$ cat config.mk
export PLATFORM = sky130hd
export DESIGN_NAME = ordered_list_engine
export DESIGN_NICKNAME = d
export VERILOG_FILES = /design/src/rtl/ole_pkg.sv /design/src/rtl/ole_ram.sv /design/src/rtl/ole_ctrl.sv /design/src/rtl/ole_dp.sv /design/src/rtl/ordered_list_engine.sv
export VERILOG_INCLUDE_DIRS = /design/src /design/src/rtl
export SDC_FILE = /design/constraint.sdc
export NUM_CORES = 1
export LEC_CHECK = 0
export BUFFER_PORTS_ARGS = -buffer_cell sky130_fd_sc_hd__buf_2
export CAP_MARGIN = 20
export CORE_ASPECT_RATIO = 0.75
export CORE_UTILIZATION = 35
export DETAILED_ROUTE_END_ITERATION = 8
export GPL_TIMING_DRIVEN = 0
export MAX_ROUTING_LAYER = met4
export SLEW_MARGIN = 25
export SYNTH_ARGS = -nofsm -noshare
export SYNTH_HDL_FRONTEND = slang
export SYNTH_SLANG_ARGS = --single-unit
$ cat constraint.sdc
create_clock -name clk -period 5.5 [get_ports clk]
set_input_delay 0.55 -clock clk [delete_from_list [all_inputs] [get_ports clk]]
set_output_delay 0.55 -clock clk [all_outputs]
set_load 0.02 [all_outputs]
$ cat src/rtl/ordered_list_engine_assert.svh
// Assertion macros for the ordered list engine.
// The macros expect signals named clk and rst_n in the scope where they are used.
`ifndef ORDERED_LIST_ENGINE_ASSERT_SVH
`define ORDERED_LIST_ENGINE_ASSERT_SVH
`ifndef NO_ASSERTIONS
// same-cycle implication
`define OLE_ASSERT_IMP(lbl, ante, cons) \
  lbl: assert property (@(posedge clk) disable iff (!rst_n) (ante) |-> (cons)) \
    else $error("ordered_list_engine: same-cycle check failed");
// next-cycle implication
`define OLE_ASSERT_NXT(lbl, ante, cons) \
  lbl: assert property (@(posedge clk) disable iff (!rst_n) (ante) |=> (cons)) \
    else $error("ordered_list_engine: next-cycle check failed");
`else
`define OLE_ASSERT_IMP(lbl, ante, cons)
`define OLE_ASSERT_NXT(lbl, ante, cons)
`endif
`endif

$ cat src/rtl/ole_pkg.sv
package ole_pkg;

  // field widths
  localparam int KIND_W = 2;
  localparam int POS_W  = 4;
  localparam int VAL_W  = 32;
  localparam int STAT_W = 2;
  localparam int CNT_W  = 5;

  // stream payload widths, rounded up to whole bytes
  localparam int IN_DATA_W  = 40;
  localparam int OUT_DATA_W = 48;

  // command kinds
  typedef enum logic [KIND_W-1:0] {
    KIND_APPEND = 2'd0,
    KIND_READ   = 2'd1,
    KIND_DELETE = 2'd2,
    KIND_FIND   = 2'd3
  } kind_t;

  // result status codes
  localparam logic [STAT_W-1:0] ST_DONE = 2'd0;
  localparam logic [STAT_W-1:0] ST_MISS = 2'd1;
  localparam logic [STAT_W-1:0] ST_FULL = 2'd2;

  // how the staged result is formed
  typedef enum logic [2:0] {
    RES_NONE,
    RES_MISS,
    RES_FULL,
    RES_DONE0,
    RES_VALUE,
    RES_FOUND
  } res_op_t;

  // controller to datapath
  typedef struct packed {
    logic    accept;
    logic    wr_append;
    logic    shift_wr;
    logic    ptr_inc;
    logic    dec_count;
    logic    load_out;
    res_op_t res_op;
  } ole_cmd_t;

  // datapath to controller
  typedef struct packed {
    kind_t kind;
    logic  pos_miss;
    logic  full;
    logic  empty;
    logic  ptr_ge_cnt;
    logic  match;
    logic  out_free;
  } ole_sts_t;

endpackage

$ cat src/rtl/ole_ram.sv
// Generic simple dual-port RAM, registered read.
module ole_ram #(
  parameter int WIDTH = 32,
  parameter int DEPTH = 16,
  localparam int AW = (DEPTH > 1) ? $clog2(DEPTH) : 1
) (
  input  logic             clk,
  input  logic             wr_en,
  input  logic [AW-1:0]    wr_addr,
  input  logic [WIDTH-1:0] wr_data,
  input  logic [AW-1:0]    rd_addr,
  output logic [WIDTH-1:0] rd_data
);

  logic [WIDTH-1:0] mem [DEPTH];

  always_ff @(posedge clk) begin
    if (wr_en) begin
      mem[wr_addr] <= wr_data;
    end
    rd_data <= mem[rd_addr];
  end

endmodule

$ cat src/rtl/ole_ctrl.sv
// Command sequencer: one command at a time, RAM walked one entry per cycle.
module ole_ctrl (
  input  logic              clk,
  input  logic              rst_n,
  input  logic              in_tvalid,
  output logic              in_tready,
  input  ole_pkg::ole_sts_t sts,
  output ole_pkg::ole_cmd_t cmd
);
  import ole_pkg::*;

  typedef enum logic [6:0] {
    S_IDLE  = 7'b0000001,
    S_ISSUE = 7'b0000010,
    S_READ  = 7'b0000100,
    S_DHEAD = 7'b0001000,
    S_SHIFT = 7'b0010000,
    S_FIND  = 7'b0100000,
    S_DONE  = 7'b1000000
  } state_t;

  state_t state_r, state_nxt;
  kind_t  kind_r, kind_nxt;

  assign in_tready = (state_r == S_IDLE);

  // next state and commands
  always_comb begin
    state_nxt = state_r;
    kind_nxt  = kind_r;
    cmd       = '0;
    cmd.res_op = RES_NONE;
    case (state_r)
      S_IDLE: begin
        if (in_tvalid) begin
          cmd.accept = 1'b1;
          kind_nxt   = sts.kind;
          state_nxt  = S_DONE;
          case (sts.kind)
            KIND_APPEND: begin
              if (sts.full) begin
                cmd.res_op = RES_FULL;
              end else begin
                cmd.wr_append = 1'b1;
                cmd.res_op    = RES_DONE0;
              end
            end
            KIND_READ, KIND_DELETE: begin
              if (sts.pos_miss) cmd.res_op = RES_MISS;
              else              state_nxt  = S_ISSUE;
            end
            default: begin
              if (sts.empty) cmd.res_op = RES_MISS;
              else           state_nxt  = S_ISSUE;
            end
          endcase
        end
      end
      // first RAM read is in flight
      S_ISSUE: begin
        cmd.ptr_inc = 1'b1;
        case (kind_r)
          KIND_READ:   state_nxt = S_READ;
          KIND_DELETE: state_nxt = S_DHEAD;
          default:     state_nxt = S_FIND;
        endcase
      end
      S_READ: begin
        cmd.res_op = RES_VALUE;
        state_nxt  = S_DONE;
      end
      // capture the removed word, start moving the tail down
      S_DHEAD: begin
        cmd.res_op  = RES_VALUE;
        cmd.ptr_inc = 1'b1;
        if (sts.ptr_ge_cnt) begin
          cmd.dec_count = 1'b1;
          state_nxt     = S_DONE;
        end else begin
          state_nxt = S_SHIFT;
        end
      end
      S_SHIFT: begin
        cmd.shift_wr = 1'b1;
        cmd.ptr_inc  = 1'b1;
        if (sts.ptr_ge_cnt) begin
          cmd.dec_count = 1'b1;
          state_nxt     = S_DONE;
        end
      end
      S_FIND: begin
        if (sts.match) begin
          cmd.res_op = RES_FOUND;
          state_nxt  = S_DONE;
        end else if (sts.ptr_ge_cnt) begin
          cmd.res_op = RES_MISS;
          state_nxt  = S_DONE;
        end else begin
          cmd.ptr_inc = 1'b1;
        end
      end
      // hand the result to the output register once it is free
      S_DONE: begin
        if (sts.out_free) begin
          cmd.load_out = 1'b1;
          state_nxt    = S_IDLE;
        end
      end
      default: state_nxt = S_IDLE;
    endcase
  end

  always_ff @(posedge clk) begin
    if (!rst_n) begin
      state_r <= S_IDLE;
    end else begin
      state_r <= state_nxt;
    end
  end

  always_ff @(posedge clk) begin
    kind_r <= kind_nxt;
  end

endmodule

$ cat src/rtl/ole_dp.sv
// Datapath: entry RAM, count, walk pointer, result staging and output register.
module ole_dp #(
  parameter int DEPTH = 16
) (
  input  logic                             clk,
  input  logic                             rst_n,
  input  ole_pkg::ole_cmd_t                cmd,
  output ole_pkg::ole_sts_t                sts,
  input  logic [ole_pkg::IN_DATA_W-1:0]    in_tdata,
  input  logic [ole_pkg::KIND_W-1:0]       in_tuser,
  output logic                             out_tvalid,
  input  logic                             out_tready,
  output logic [ole_pkg::OUT_DATA_W-1:0]   out_tdata,
  output logic [ole_pkg::STAT_W-1:0]       out_tuser
);
  import ole_pkg::*;

  localparam int AW = $clog2(DEPTH);
  localparam int CW = $clog2(DEPTH + 1);
  localparam int XW = (CW > POS_W) ? CW : POS_W;
  localparam int YW = (CW > CNT_W) ? CW : CNT_W;

  // input fields
  logic [POS_W-1:0] in_pos;
  logic [VAL_W-1:0] in_val;
  assign in_pos = in_tdata[POS_W-1:0];
  assign in_val = in_tdata[POS_W+VAL_W-1:POS_W];

  logic [CW-1:0]     count_r, count_nxt;
  logic [CW-1:0]     ptr_r, ptr_nxt;
  logic [CW-1:0]     ptr_m1, ptr_m2;
  logic [VAL_W-1:0]  val_r;
  logic [VAL_W-1:0]  rd_data;
  logic              wr_en;
  logic [AW-1:0]     wr_addr;
  logic [VAL_W-1:0]  wr_data;
  logic [XW-1:0]     pos_x, cnt_x, ptr_m1_x;
  logic [YW-1:0]     cnt_y;

  logic [STAT_W-1:0] res_status_r;
  logic [VAL_W-1:0]  res_value_r;
  logic [POS_W-1:0]  res_pos_r;
  logic              out_valid_r, out_valid_nxt;
  logic [STAT_W-1:0] out_status_r;
  logic [VAL_W-1:0]  out_value_r;
  logic [POS_W-1:0]  out_pos_r;
  logic [CNT_W-1:0]  out_cnt_r;

  assign ptr_m1   = ptr_r - CW'(1);
  assign ptr_m2   = ptr_r - CW'(2);
  assign pos_x    = XW'(in_pos);
  assign cnt_x    = XW'(count_r);
  assign ptr_m1_x = XW'(ptr_m1);
  assign cnt_y    = YW'(count_r);

  // RAM ports: append writes at the tail, shift writes one below the source
  assign wr_en   = cmd.wr_append | cmd.shift_wr;
  assign wr_addr = cmd.wr_append ? count_r[AW-1:0] : ptr_m2[AW-1:0];
  assign wr_data = cmd.wr_append ? in_val : rd_data;

  ole_ram #(
    .WIDTH (VAL_W),
    .DEPTH (DEPTH)
  ) u_entries (
    .clk     (clk),
    .wr_en   (wr_en),
    .wr_addr (wr_addr),
    .wr_data (wr_data),
    .rd_addr (ptr_r[AW-1:0]),
    .rd_data (rd_data)
  );

  // status to the controller
  assign sts.kind       = kind_t'(in_tuser);
  assign sts.pos_miss   = (pos_x >= cnt_x);
  assign sts.full       = (count_r == CW'(DEPTH));
  assign sts.empty      = (count_r == '0);
  assign sts.ptr_ge_cnt = (ptr_r >= count_r);
  assign sts.match      = (rd_data == val_r);
  assign sts.out_free   = !out_valid_r || out_tready;

  // count and pointer
  always_comb begin
    count_nxt = count_r;
    if (cmd.wr_append)      count_nxt = count_r + CW'(1);
    else if (cmd.dec_count) count_nxt = count_r - CW'(1);
  end

  always_comb begin
    ptr_nxt = ptr_r;
    if (cmd.accept) begin
      ptr_nxt = (sts.kind == KIND_FIND) ? '0 : pos_x[CW-1:0];
    end else if (cmd.ptr_inc) begin
      ptr_nxt = ptr_r + CW'(1);
    end
  end

  assign out_valid_nxt = cmd.load_out ? 1'b1 : (out_tready ? 1'b0 : out_valid_r);

  always_ff @(posedge clk) begin
    if (!rst_n) begin
      count_r     <= '0;
      out_valid_r <= 1'b0;
    end else begin
      count_r     <= count_nxt;
      out_valid_r <= out_valid_nxt;
    end
  end

  // payload registers
  always_ff @(posedge clk) begin
    ptr_r <= ptr_nxt;
    if (cmd.accept) begin
      val_r <= in_val;
    end
    case (cmd.res_op)
      RES_MISS: begin
        res_status_r <= ST_MISS;
        res_value_r  <= '0;
        res_pos_r    <= '0;
      end
      RES_FULL: begin
        res_status_r <= ST_FULL;
        res_value_r  <= '0;
        res_pos_r    <= '0;
      end
      RES_DONE0: begin
        res_status_r <= ST_DONE;
        res_value_r  <= '0;
        res_pos_r    <= '0;
      end
      RES_VALUE: begin
        res_status_r <= ST_DONE;
        res_value_r  <= rd_data;
        res_pos_r    <= '0;
      end
      RES_FOUND: begin
        res_status_r <= ST_DONE;
        res_value_r  <= val_r;
        res_pos_r    <= ptr_m1_x[POS_W-1:0];
      end
      default: ;
    endcase
    if (cmd.load_out) begin
      out_status_r <= res_status_r;
      out_value_r  <= res_value_r;
      out_pos_r    <= res_pos_r;
      out_cnt_r    <= cnt_y[CNT_W-1:0];
    end
  end

  assign out_tvalid = out_valid_r;
  assign out_tuser  = out_status_r;
  assign out_tdata  = OUT_DATA_W'({out_cnt_r, out_pos_r, out_value_r});

endmodule

$ cat src/rtl/ordered_list_engine.sv
// Channel | Dir | tdata (low bit up)                      | tuser
// in_     | in  | position_in[3:0], value_in[35:4]        | kind[1:0]
// out_    | out | value_out[31:0], position_out[35:32],   | status[1:0]
//         |     | entry_count[40:36]                      |
//
// One command at a time. Append and early misses finish without a RAM read; read,
// delete and find walk the single RAM read port one entry per cycle, delete moving
// each later entry down and find comparing each entry until a match or the end.
// Reset clears the entry count, output valid and sequencer state; the entry RAM is not cleared.
// A new command is taken while a finished result waits on out_tready; the
// following result then holds in the sequencer until the output register frees.
module ordered_list_engine #(
  parameter int DEPTH = 16
) (
  input  logic                           clk,
  input  logic                           rst_n,
  input  logic                           in_tvalid,
  output logic                           in_tready,
  input  logic [ole_pkg::IN_DATA_W-1:0]  in_tdata,  // position_in, value_in
  input  logic [ole_pkg::KIND_W-1:0]     in_tuser,  // kind
  output logic                           out_tvalid,
  input  logic                           out_tready,
  output logic [ole_pkg::OUT_DATA_W-1:0] out_tdata, // value_out, position_out, entry_count
  output logic [ole_pkg::STAT_W-1:0]     out_tuser  // status
);
  import ole_pkg::*;

`include "ordered_list_engine_assert.svh"

  localparam int CW = $clog2(DEPTH + 1);
  localparam int YW = (CW > CNT_W) ? CW : CNT_W;
  localparam logic [YW-1:0]    DEPTH_X   = YW'(DEPTH);
  localparam logic [CNT_W-1:0] DEPTH_CNT = DEPTH_X[CNT_W-1:0];

  ole_cmd_t cmd;
  ole_sts_t sts;

  ole_ctrl u_ctrl (
    .clk       (clk),
    .rst_n     (rst_n),
    .in_tvalid (in_tvalid),
    .in_tready (in_tready),
    .sts       (sts),
    .cmd       (cmd)
  );

  ole_dp #(
    .DEPTH (DEPTH)
  ) u_dp (
    .clk        (clk),
    .rst_n      (rst_n),
    .cmd        (cmd),
    .sts        (sts),
    .in_tdata   (in_tdata),
    .in_tuser   (in_tuser),
    .out_tvalid (out_tvalid),
    .out_tready (out_tready),
    .out_tdata  (out_tdata),
    .out_tuser  (out_tuser)
  );

  // an accepted command leaves the sequencer busy in the cycle after acceptance
  `OLE_ASSERT_NXT(a_busy_after_accept, in_tvalid && in_tready, !in_tready)
  // miss and full results carry zero value and position
  `OLE_ASSERT_IMP(a_miss_zero, out_tvalid && (out_tuser != ST_DONE), out_tdata[35:0] == 36'd0)
  // a full report only when the list is at capacity
  `OLE_ASSERT_IMP(a_full_at_cap, out_tvalid && (out_tuser == ST_FULL), out_tdata[40:36] == DEPTH_CNT)
  // the sequencer never loads a result over one that is still waiting
  `OLE_ASSERT_IMP(a_no_overrun, cmd.load_out, !out_tvalid || out_tready)

endmodule

# Yosys cells after proc, flatten, opt, wreduce, memory -nomap -nowiden
# Memories as Yosys holds them, arrays and structs flattened. A register that Yosys moved wholly into a read port is not among the register bits.
# Cells that the tools add are included.
# word_totals
regBits,133
ramBits,512
output_inout_bits,52
wordCells,106
mem_count,1
# op_classes
addsub,5
order_cmp,2
eq_ne,21
n_mux,44
bitwise_logic,1
n_reduce_logical,19
# mem_list
memory,words,word_bits,rd,rd_ports_with_merged_regs,wr,line_no,source
u_dp.u_entries.mem,16,32,1,1,1,ole_ram.sv:15,logic [WIDTH-1:0] mem [DEPTH];
# op_table
op,count
32-bit one-hot mux with 3 select lines,1
7-bit two-way mux,7
7-bit one-hot mux with 7 select lines,1
32-bit == test,1
32-bit two-way mux,1
5-bit two-way mux,4
1-bit two-way mux,17
7-bit one-hot mux with 2 select lines,1
6-bit one-hot mux with 2 select lines,1
5-bit by 1-bit adder with 5-bit output (second input constant),2
3-bit one-hot mux with 3 select lines,1
3-bit OR reduction,3
4-bit two-way mux,2
4-bit one-hot mux with 2 select lines,1
2-bit nonzero test,4
7-bit by 1-bit == test with 1-bit output (second input constant),1
7-bit by 2-bit == test with 1-bit output (second input constant),1
7-bit by 3-bit == test with 1-bit output (second input constant),1
7-bit by 4-bit == test with 1-bit output (second input constant),1
7-bit by 5-bit == test with 1-bit output (second input constant),1
7-bit by 6-bit == test with 1-bit output (second input constant),1
7-bit == test (second input constant),1
2-bit == test (second input constant),3
3-bit by 2-bit == test with 1-bit output (second input constant),2
other kinds (24),33

# Depth between registers and ports, before layout
# Gate-level depths: netlist of run 1.
# logic_depth
word_depth,8
ltp_mapped,11
mapped_depth_nobuf,11

# Cells and area by module
# A second synthesis of run 1 with hierarchy kept.
# unflattened
hier_cells,1329
area_unflattened_um2,26442.9
# modules_own_cells
mod,instances,cells_each,area_each_um2
ole_ram,1,838,19835.3
ole_dp,1,402,5839.4
ole_ctrl,1,89,768.2

# Least setup slack after synthesis of run 1
# No wires, ideal clock.
# synth_timing
kind,register -> register
startpoint,register u_dp.ptr_r[2]
endpoint,memory u_dp.u_entries.mem[5][0] (enable)
setup_time_ns,0.421
arrival_time_ns,3.445
setup_slack_ns,1.634
stages_incl_launch_ff,8
path_buffers,2
path_cell_list,edfxtp_1 -> clkbuf_1 -> buf_1 -> inv_1 -> ha_1 -> xor2_1 -> o31a_1 -> nor2_1
# synth_via
elab_chain_cells,2
# synth_lines
item,line_no,source
from (decl),ole_dp.sv:30,"logic [CW-1:0] ptr_r, ptr_nxt;"
from (signal assigned),ole_dp.sv:112,ptr_r <= ptr_nxt;
4-bit by 2-bit subtractor with 4-bit output,ole_dp.sv:50,assign ptr_m2 = ptr_r - CW'(2);
4-bit two-way mux,ole_dp.sv:58,assign wr_addr = cmd.wr_append ? count_r[AW-1:0] : ptr_m2[AW-1:0];
to (decl),ole_ram.sv:15,
# Every way passes these cells.

# Worst setup path after layout of run 1
# layout_timing
startpoint,register u_dp.ptr_r[1]
endpoint,memory u_dp.u_entries.mem[10][15] (enable)
# Same word-level chain as after synthesis.

==> metrics.yaml, run 1 <==
status: "completed"
io_buffers: 85
post_cts_resized: 0
synth_top_family_by_area: "multiplexers"
ys_types: 57
slew_headroom: 0.241
grt_max_degree: 39
syn_to_final_growth_pct: 18.0
vias: 13500
synth_ff_type: "edfxtp_1"
arrival_ps: 5130
irDropWorstVdd_mv: 0.200
die_h_um: 239
firstDrtPassIters: 5
setup_viol: 0
cts.sinks: 677
synth_fa_ha_area_frac: 0.0108
final_nets: 1542
dpl.hpwl_um: 45300
path_class: "reg -> reg"
cts_tree: "yes"
yosys.area_share.simple: 0.0358
grt_usage: 0.186
cp.required_ps: 5850
cts_setup_buffers: 0
seq_area_frac_synth: 0.760
hold_depth: 1
clock_latency_ps: 610
rsz0062_at_grt: "false"
drc: 0
dp_cells: 2374
cellPowerDensity_nw_per_um2: 389
place_congestion: 0.783
htree_levels: 3
ys_warn_count: 0
synth-compound-area-share: 0.0260
dieArea_um2: 75900
synth.most_common_cell: "edfxtp_1"
power.total_mw: 12.0
cts-root-buf: "clkbuf_16"
clk_pin_slew_ps: 60
worst_clock_skew_ps: 26.0
final_antenna_net_count: 0
wirelength_um: 67400
die_w_um: 318
start_util: 0.355
synthTopCellsByArea: "edfxtp_1 73%, mux4_2 14%, dfxtp_1 3.4%, nand2_1 1.6%, xor2_1 1.2%"
slew_viol_final: 0
ioPinCount: 98
grt_pass1_vias: 13300
stdcell_count: 2495
syn_area_per_cell_um2: 20.5
core_area_um2: 73700
syn_area_um2: 26200
r2r_cells: 12
grt_pass1_wl_um: 96400
cts-buffers-inserted: 66
worstPathMaxFanout: 14
layout-drive-gt1-share: 0.287
antenna_found_initial: 2
tightest_slew_ps: 1140
drt_iter0_drc: 1621
synth_edf_count: 632
hold_class: "in -> reg"
synth.area.mux_share: 0.138
fmax_ghz: 0.209
n_fill_cell: 6386
fin_crit_sh: 0.869
wire_per_inst_um: 27.0
grt_overflow: 0
vias_per_cell: 5.41
postCtsHoldBufs: 0
synth_common_cells: "632 x edfxtp_1, 160 x mux4_2, 110 x nand2_1, 45 x dfxtp_1, 37 x xor2_1"
synth_top_area_share: 0.725
setup.worst_path.end_class: "flip-flop"
synth_xor_area_frac: 0.0147
finalHoldViolCount: 0
row_count: 86
period_needed_ps: 4780
async_flop_share: 0
syn_inst: 1279
synth_top_area_cell: "edfxtp_1"
cellLeakagePower_nw: 10.1
startpoint_type: "flip-flop"
ys_seq_elements: 677
max_cap_violations: 0
cts_buffer_depth: 3
-- layout by cell type (no fill, tap or decap), types with 6 or more instances in the layout --
cell         n
buf_12      10
ha_1        21
nor4_1      14
xor2_1      37
a22o_1      15
buf_2       99
buf_1        6
conb_1       7
nand2_1    110
clkbuf_16   68
dfxtp_1     45
inv_1       21
clkinv_2     6
o21ai_0     12
a22o_2      17
buf_16      24
nor2_4      16
and3_1       6
a21oi_1     22
edfxtp_1   632
clkbuf_1    49
clkinv_1    18
nor2_1       9
buf_4        7
mux4_2     160
xnor2_1      7
-- metrics by stage --
stage / instance area, um2 / TNS [ps] / hold slack, ps / worst slack [ps] / util
floorplan: 26200 / 0 / 400 / 1630 / -
global placement: 27800 / -717410 / 405 / -1540 / 0.378
detailed placement: 28900 / 0 / 405 / 826 / 0.391
CTS: 30900 / 0 / 100 / 788 / 0.419
global route: 30900 / 0 / 90.9 / 568 / 0.419
finish: 30900 / 0 / 127 / 722 / 0.419
-- where the power goes --
group | internal, mW | switching [mW]
Sequential | 6.15 | 0.121
Combinational | 0.508 | 0.980
Clock | 2.36 | 1.90
-- sequential cells by signal, indices dropped and copies added, names as in the netlist --
register                count
u_dp.u_entries.mem        512
u_dp.out_value_r           32
u_dp.res_value_r           32
u_dp.u_entries.rd_data     32
u_dp.val_r                 32
u_ctrl.state_r              7
u_dp.cnt_x                  5
u_dp.out_cnt_r              5
u_dp.ptr_r                  5
u_dp.out_pos_r              4
u_dp.res_pos_r              4
u_ctrl.kind_r               2
u_dp.out_tuser              2
u_dp.res_status_r           2
u_dp.out_tvalid             1
-- kinds of logic (layout without fill, tap and decap cells) --
group,after synthesis,in the layout
other cells,1,8
compound gates,92,92
mux,161,161
xor+xnor,44,44
buf+inv,87,328
fa+ha+maj,22,22
simple gates,195,195
flops,677,677
-- metal layers --
metal	vias up	global-route usage	wire [um]
met5	-	-	0
met4	0	0.0402	1140
met3	91	0.0529	6870
met2	672	0.269	30100
met1	7118	0.261	29300
li1	5623	-	-
-- final timing paths --
| check | start | end | slack (ps) |
|---|---|---|---|
| worst min register to register | u_dp.res_value_r[4] | u_dp.out_value_r[4] | 410 |
| worst max-delay path | u_dp.ptr_r[1] | u_dp.u_entries.mem[10][15] | 720 |
| worst max register to register | u_dp.ptr_r[1] | u_dp.u_entries.mem[10][15] | 720 |
| worst min-delay path | in_tdata[29] | u_dp.val_r[25] | 130 |
-- worst max-delay path, cell delays in order (launching register included) --
cell	delay, ps
edfxtp_1	430
clkbuf_1	400
clkbuf_1	520
clkbuf_1	730
inv_1	230
ha_1	320
xor2_1	170
nand2_1	110
a21oi_1	40
a31oi_1	800
nor2_4	310
buf_16	260
buf_12	160
-- cell type report --
class                           count  area, um2  area share
Tap cell                          968       1210      0.0392
Clock buffer                       87       1790      0.0581
Timing Repair Buffer              121       1300      0.0422
Sequential cell                   677      19900       0.644
Clock inverter                     33        213     0.00689
Multi-Input combinational cell    521       6060       0.196
Antenna cell                        1       2.50   0.0000811
Inverter                           22       85.1     0.00276
Buffer                             65        314      0.0102
Note: power is estimated with default switching activity, not from simulation.
==> run 2: changes to the inputs <==
--- a/config.mk
+++ b/config.mk
@@ -12,7 +12,6 @@
 export CORE_UTILIZATION = 35
 export DETAILED_ROUTE_END_ITERATION = 8
 export GPL_TIMING_DRIVEN = 0
-export MAX_ROUTING_LAYER = met4
 export SLEW_MARGIN = 25
 export SYNTH_ARGS = -nofsm -noshare
 export SYNTH_HDL_FRONTEND = slang
==> metrics.yaml, run 2 (same netlist as run 1, synthesis figures left out) <==
finalSetupTns_ps: 0
final_util: 0.419
timing.final.ws_setup_ps: 727
firstDrtPassIters: 5
hold_class: "in -> reg"
vias_per_cell: 5.38
cts_tree: "yes"
postCtsHoldBufs: 0
cellLeakagePower_nw: 10.1
startpoint: "u_dp.ptr_r[1]"
pre_cts_ws_ps: 826
final_antenna_net_count: 0
register_area_um2: 19900
grt_pass1_wl_um: 96500
dpl.hpwl_um: 45300
hold_ws_ps: 124
ioPinCount: 98
cts-buffers-inserted: 66
irDropWorstVdd_mv: 0.199
startpoint_type: "flip-flop"
slew_viol_final: 0
vias: 13400
clock_latency_ps: 620
place_congestion: 0.773
layout-drive-gt1-share: 0.287
tightest_slew_ps: 1070
final_nets: 1542
io_buffers: 85
cts-root-buf: "clkbuf_16"
die_h_um: 239
stdcell_count: 2495
finalHoldViolCount: 0
rsz0062_at_grt: "false"
cts_setup_buffers: 0
post_cts_resized: 0
r2r-start: "u_dp.ptr_r[1]"
n_fill_cell: 6383
hp-start: "in_tdata[15]"
clk_pin_slew_ps: 60
status: "completed"
dp_cells: 2374
cts.sinks: 677
dieArea_um2: 75900
drt_iter0_drc: 1640
syn_to_final_growth_pct: 18.0
largest_reg_flops: 512
max_cap_violations: 0
worst_clock_skew_ps: 29.8
cts_buffer_depth: 3
core_area_um2: 73700
multi_input_area_um2: 6060
worstPathMaxFanout: 14
cp.required_ps: 5850
row_count: 86
regMostFlops: "u_dp.u_entries.mem"
final_cell_mix: "632 x edfxtp_1, 160 x mux4_2, 110 x nand2_1"
fmax_ghz: 0.210
wire_per_inst_um: 27.0
drc: 0
fin_crit_sh: 0.868
start_util: 0.355
mostFrequentLayoutCell: "edfxtp_1"
grt_pass1_vias: 13400
grt_max_degree: 39
antenna_found_initial: 1
grt_overflow: 0
die_w_um: 318
hold_depth: 1
grt_usage: 0.180
path_class: "reg -> reg"
wirelength_um: 67400
cellPowerDensity_nw_per_um2: 390
setup.worst_path.end_class: "flip-flop"
period_needed_ps: 4770
arrival_ps: 5120
r2r_cells: 12
htree_levels: 3
setup_viol: 0
slew_headroom: 0.286
[run 2: final cells by class]
| type | instances | share of cell area |
|---|---|---|
| well taps | 968 | 0.0392 |
| diodes | 1 | 0.0000811 |
| repair buffers | 121 | 0.0422 |
| multi-input cells | 521 | 0.196 |
| flip-flops and latches | 677 | 0.644 |
| plain buffers | 65 | 0.0102 |
| clock inverters | 33 | 0.00689 |
| clock buffers | 87 | 0.0581 |
| inverters | 22 | 0.00276 |
[run 2: critical path: stages, from the launching register on]
cell and delay, ps:
edfxtp_1 430, clkbuf_1 400, clkbuf_1 520, clkbuf_1 730, inv_1 230, ha_1 320
xor2_1 160, nand2_1 110, a21oi_1 40, a31oi_1 790, nor2_4 310, buf_16 260
buf_12 160
[run 2: final timing paths]
path / end / slack, ps
hold / removal: u_dp.val_r[11] / 120
hold reg to reg: u_dp.out_value_r[4] / 410
setup reg to reg: u_dp.u_entries.mem[10][15] / 730
setup / recovery: u_dp.u_entries.mem[10][15] / 730
[run 2: per-stage QoR]
stage	total power, mW	instance area (um2)
2_1_floorplan	7.26	26200
3_3_place_gp	7.77	27800
3_5_place_dp	7.87	28900
4_1_cts	12.1	30900
5_1_grt	12.4	30900
6_report	12.0	30900
[run 2: per-layer routing]
metal,share of wire,up-vias,global-route usage
met2,0.44,642,0.268
li1,-,5621,-
met1,0.44,7079,0.260
met3,0.10,91,0.0534
met4,0.019,0,0.0437
met5,0,-,0
[run 2: power by group]
group          switching [mW]  internal (mW)  total, mW
Combinational           0.984          0.508       1.49
Sequential              0.123           6.15       6.27
Clock                    1.91           2.36       4.27
Total                    3.02           9.02       12.0
==> run 3: changes to the inputs <==
==> constraint.sdc (replaced) <==
create_clock -name clk -period 4.77 [get_ports clk]
set_input_delay 0.477 -clock clk [delete_from_list [all_inputs] [get_ports clk]]
set_output_delay 0.477 -clock clk [all_outputs]
set_load 0.02 [all_outputs]
==> metrics.yaml, run 3 (same netlist as run 1, synthesis figures left out) <==
status: "completed"
cp.required_ps: 5110
dieArea_um2: 75900
htree_levels: 3
arrival_ps: 4890
start_util: 0.355
cts_tree: "yes"
setup_viol: 0
cts.sinks: 677
ioPinCount: 98
critPathTopFamily: "buffers and inverters"
grt_max_degree: 39
slew_headroom: 0.274
r2r-start: "u_dp.ptr_r[1]"
cts-buffers-inserted: 66
final_nets: 1542
cellPowerDensity_nw_per_um2: 449
slew_viol_final: 0
clk_pin_slew_ps: 60
finalSetupTns_ps: 0
clock_latency_ps: 620
antenna_found_initial: 1
cts_setup_buffers: 0
final_cell_mix: "632 x edfxtp_1, 160 x mux4_2, 110 x nand2_1"
grt_overflow: 0
rsz0062_at_grt: "false"
max_cap_violations: 0
worst_clock_skew_ps: 28.9
place_congestion: 0.773
final_util: 0.419
worstPathMaxFanout: 15
setup.worst_path.end_class: "flip-flop"
drt_iter0_drc: 1597
fin_crit_sh: 0.955
grt_usage: 0.180
dpl.hpwl_um: 45300
wire_per_inst_um: 27.1
path_cells: "clkbuf_1 -> clkbuf_1 -> clkbuf_1 -> inv_1 -> ha_1 -> xnor2_1 -> nor2_1 -> a21oi_1 -> nor2_4 -> buf_16"
worst-path-buf-inv: 5
die_h_um: 239
vias: 13500
drc: 0
die_w_um: 318
regMostFlops: "u_dp.u_entries.mem"
tightest_slew_ps: 1090
period_needed_ps: 4550
cts-root-buf: "clkbuf_16"
vias_per_cell: 5.40
firstDrtPassIters: 5
cp_slowest_cell: "clkbuf_1"
slowest_delay_ps: 750
layout-drive-gt1-share: 0.288
hold_class: "in -> reg"
row_count: 86
crit_top_cell: "clkbuf_1"
power.total_mw: 13.9
finalHoldViolCount: 0
fmax_ghz: 0.220
mostFrequentLayoutCell: "edfxtp_1"
hp-start: "in_tdata[15]"
grt_pass1_vias: 13400
path_class: "reg -> reg"
io_buffers: 85
startpoint_type: "flip-flop"
cts_buffer_depth: 3
wirelength_um: 67500
grt_pass1_wl_um: 96500
startpoint: "u_dp.ptr_r[1]"
core_area_um2: 73700
final_antenna_net_count: 0
cellLeakagePower_nw: 10.1
syn_to_final_growth_pct: 18.0
largest_reg_flops: 512
hold_ws_ps: 50.3
irDropWorstVdd_mv: 0.229
==> run 3: cell type report <==
type	count	area (um2)
timing repair buffer	121	1300
antenna	1	2.50
fill	6386	42800
inverter	22	85.1
clock inverter	33	213
multi-input combinational	521	6070
clock buffer	87	1790
sequential	677	19900
tap	968	1210
buffer	65	314
==> run 3: per-stage QoR <==
| step | std cells | worst slack [ps] | area [um2] |
|---|---|---|---|
| 5_1_grt | 2494 | 67.8 | 30900 |
| 4_1_cts | 2494 | 58.1 | 30900 |
| 2_1_floorplan | 1285 | 904 | 26200 |
| 6_report | 2495 | 215 | 30900 |
| 3_5_place_dp | 2374 | 95.9 | 28900 |
| 3_3_place_gp | 2338 | -2270 | 27800 |
==> run 3: worst register-to-register path, stage by stage, from the launching register on <==
cell and delay (ps):
edfxtp_1 430, clkbuf_1 380, clkbuf_1 530, clkbuf_1 750, inv_1 240, ha_1 320, xnor2_1 250, nor2_1 70
a21oi_1 700, nor2_4 300, buf_16 270
==> run 3: report_power, final <==
group | switching, mW | internal (mW) | total, mW
registers | 0.141 | 7.09 | 7.23
clock network | 2.20 | 2.72 | 4.92
logic | 1.13 | 0.587 | 1.72
total | 3.47 | 10.4 | 13.9
==> run 3: metal layers <==
metal / vias to the layer above / share of wire / track usage
met2: 662 / 0.44 / 0.268
met5: - / 0 / 0
met4: 0 / 0.018 / 0.0437
met3: 94 / 0.10 / 0.0534
li1: 5618 / - / -
met1: 7100 / 0.44 / 0.260
==> run 3: path summary, 6_finish.rpt <==
check / endpoint / depth (start not counted) / slack [ps]
hold / removal: u_dp.val_r[11] / 1 / 50
setup / recovery: u_dp.u_entries.mem[13][17] / 10 / 220
setup reg to reg: u_dp.u_entries.mem[13][17] / 10 / 220
hold reg to reg: u_dp.out_value_r[4] / 0 / 410
==> run 3: repair_timing <==
| action | 4_1_cts | 5_1_grt |
|---|---|---|
| hold buffers | 0 | 0 |
| gates resized for setup | 0 | 1 |
| endpoints found under the setup margin | 0 | 28 |
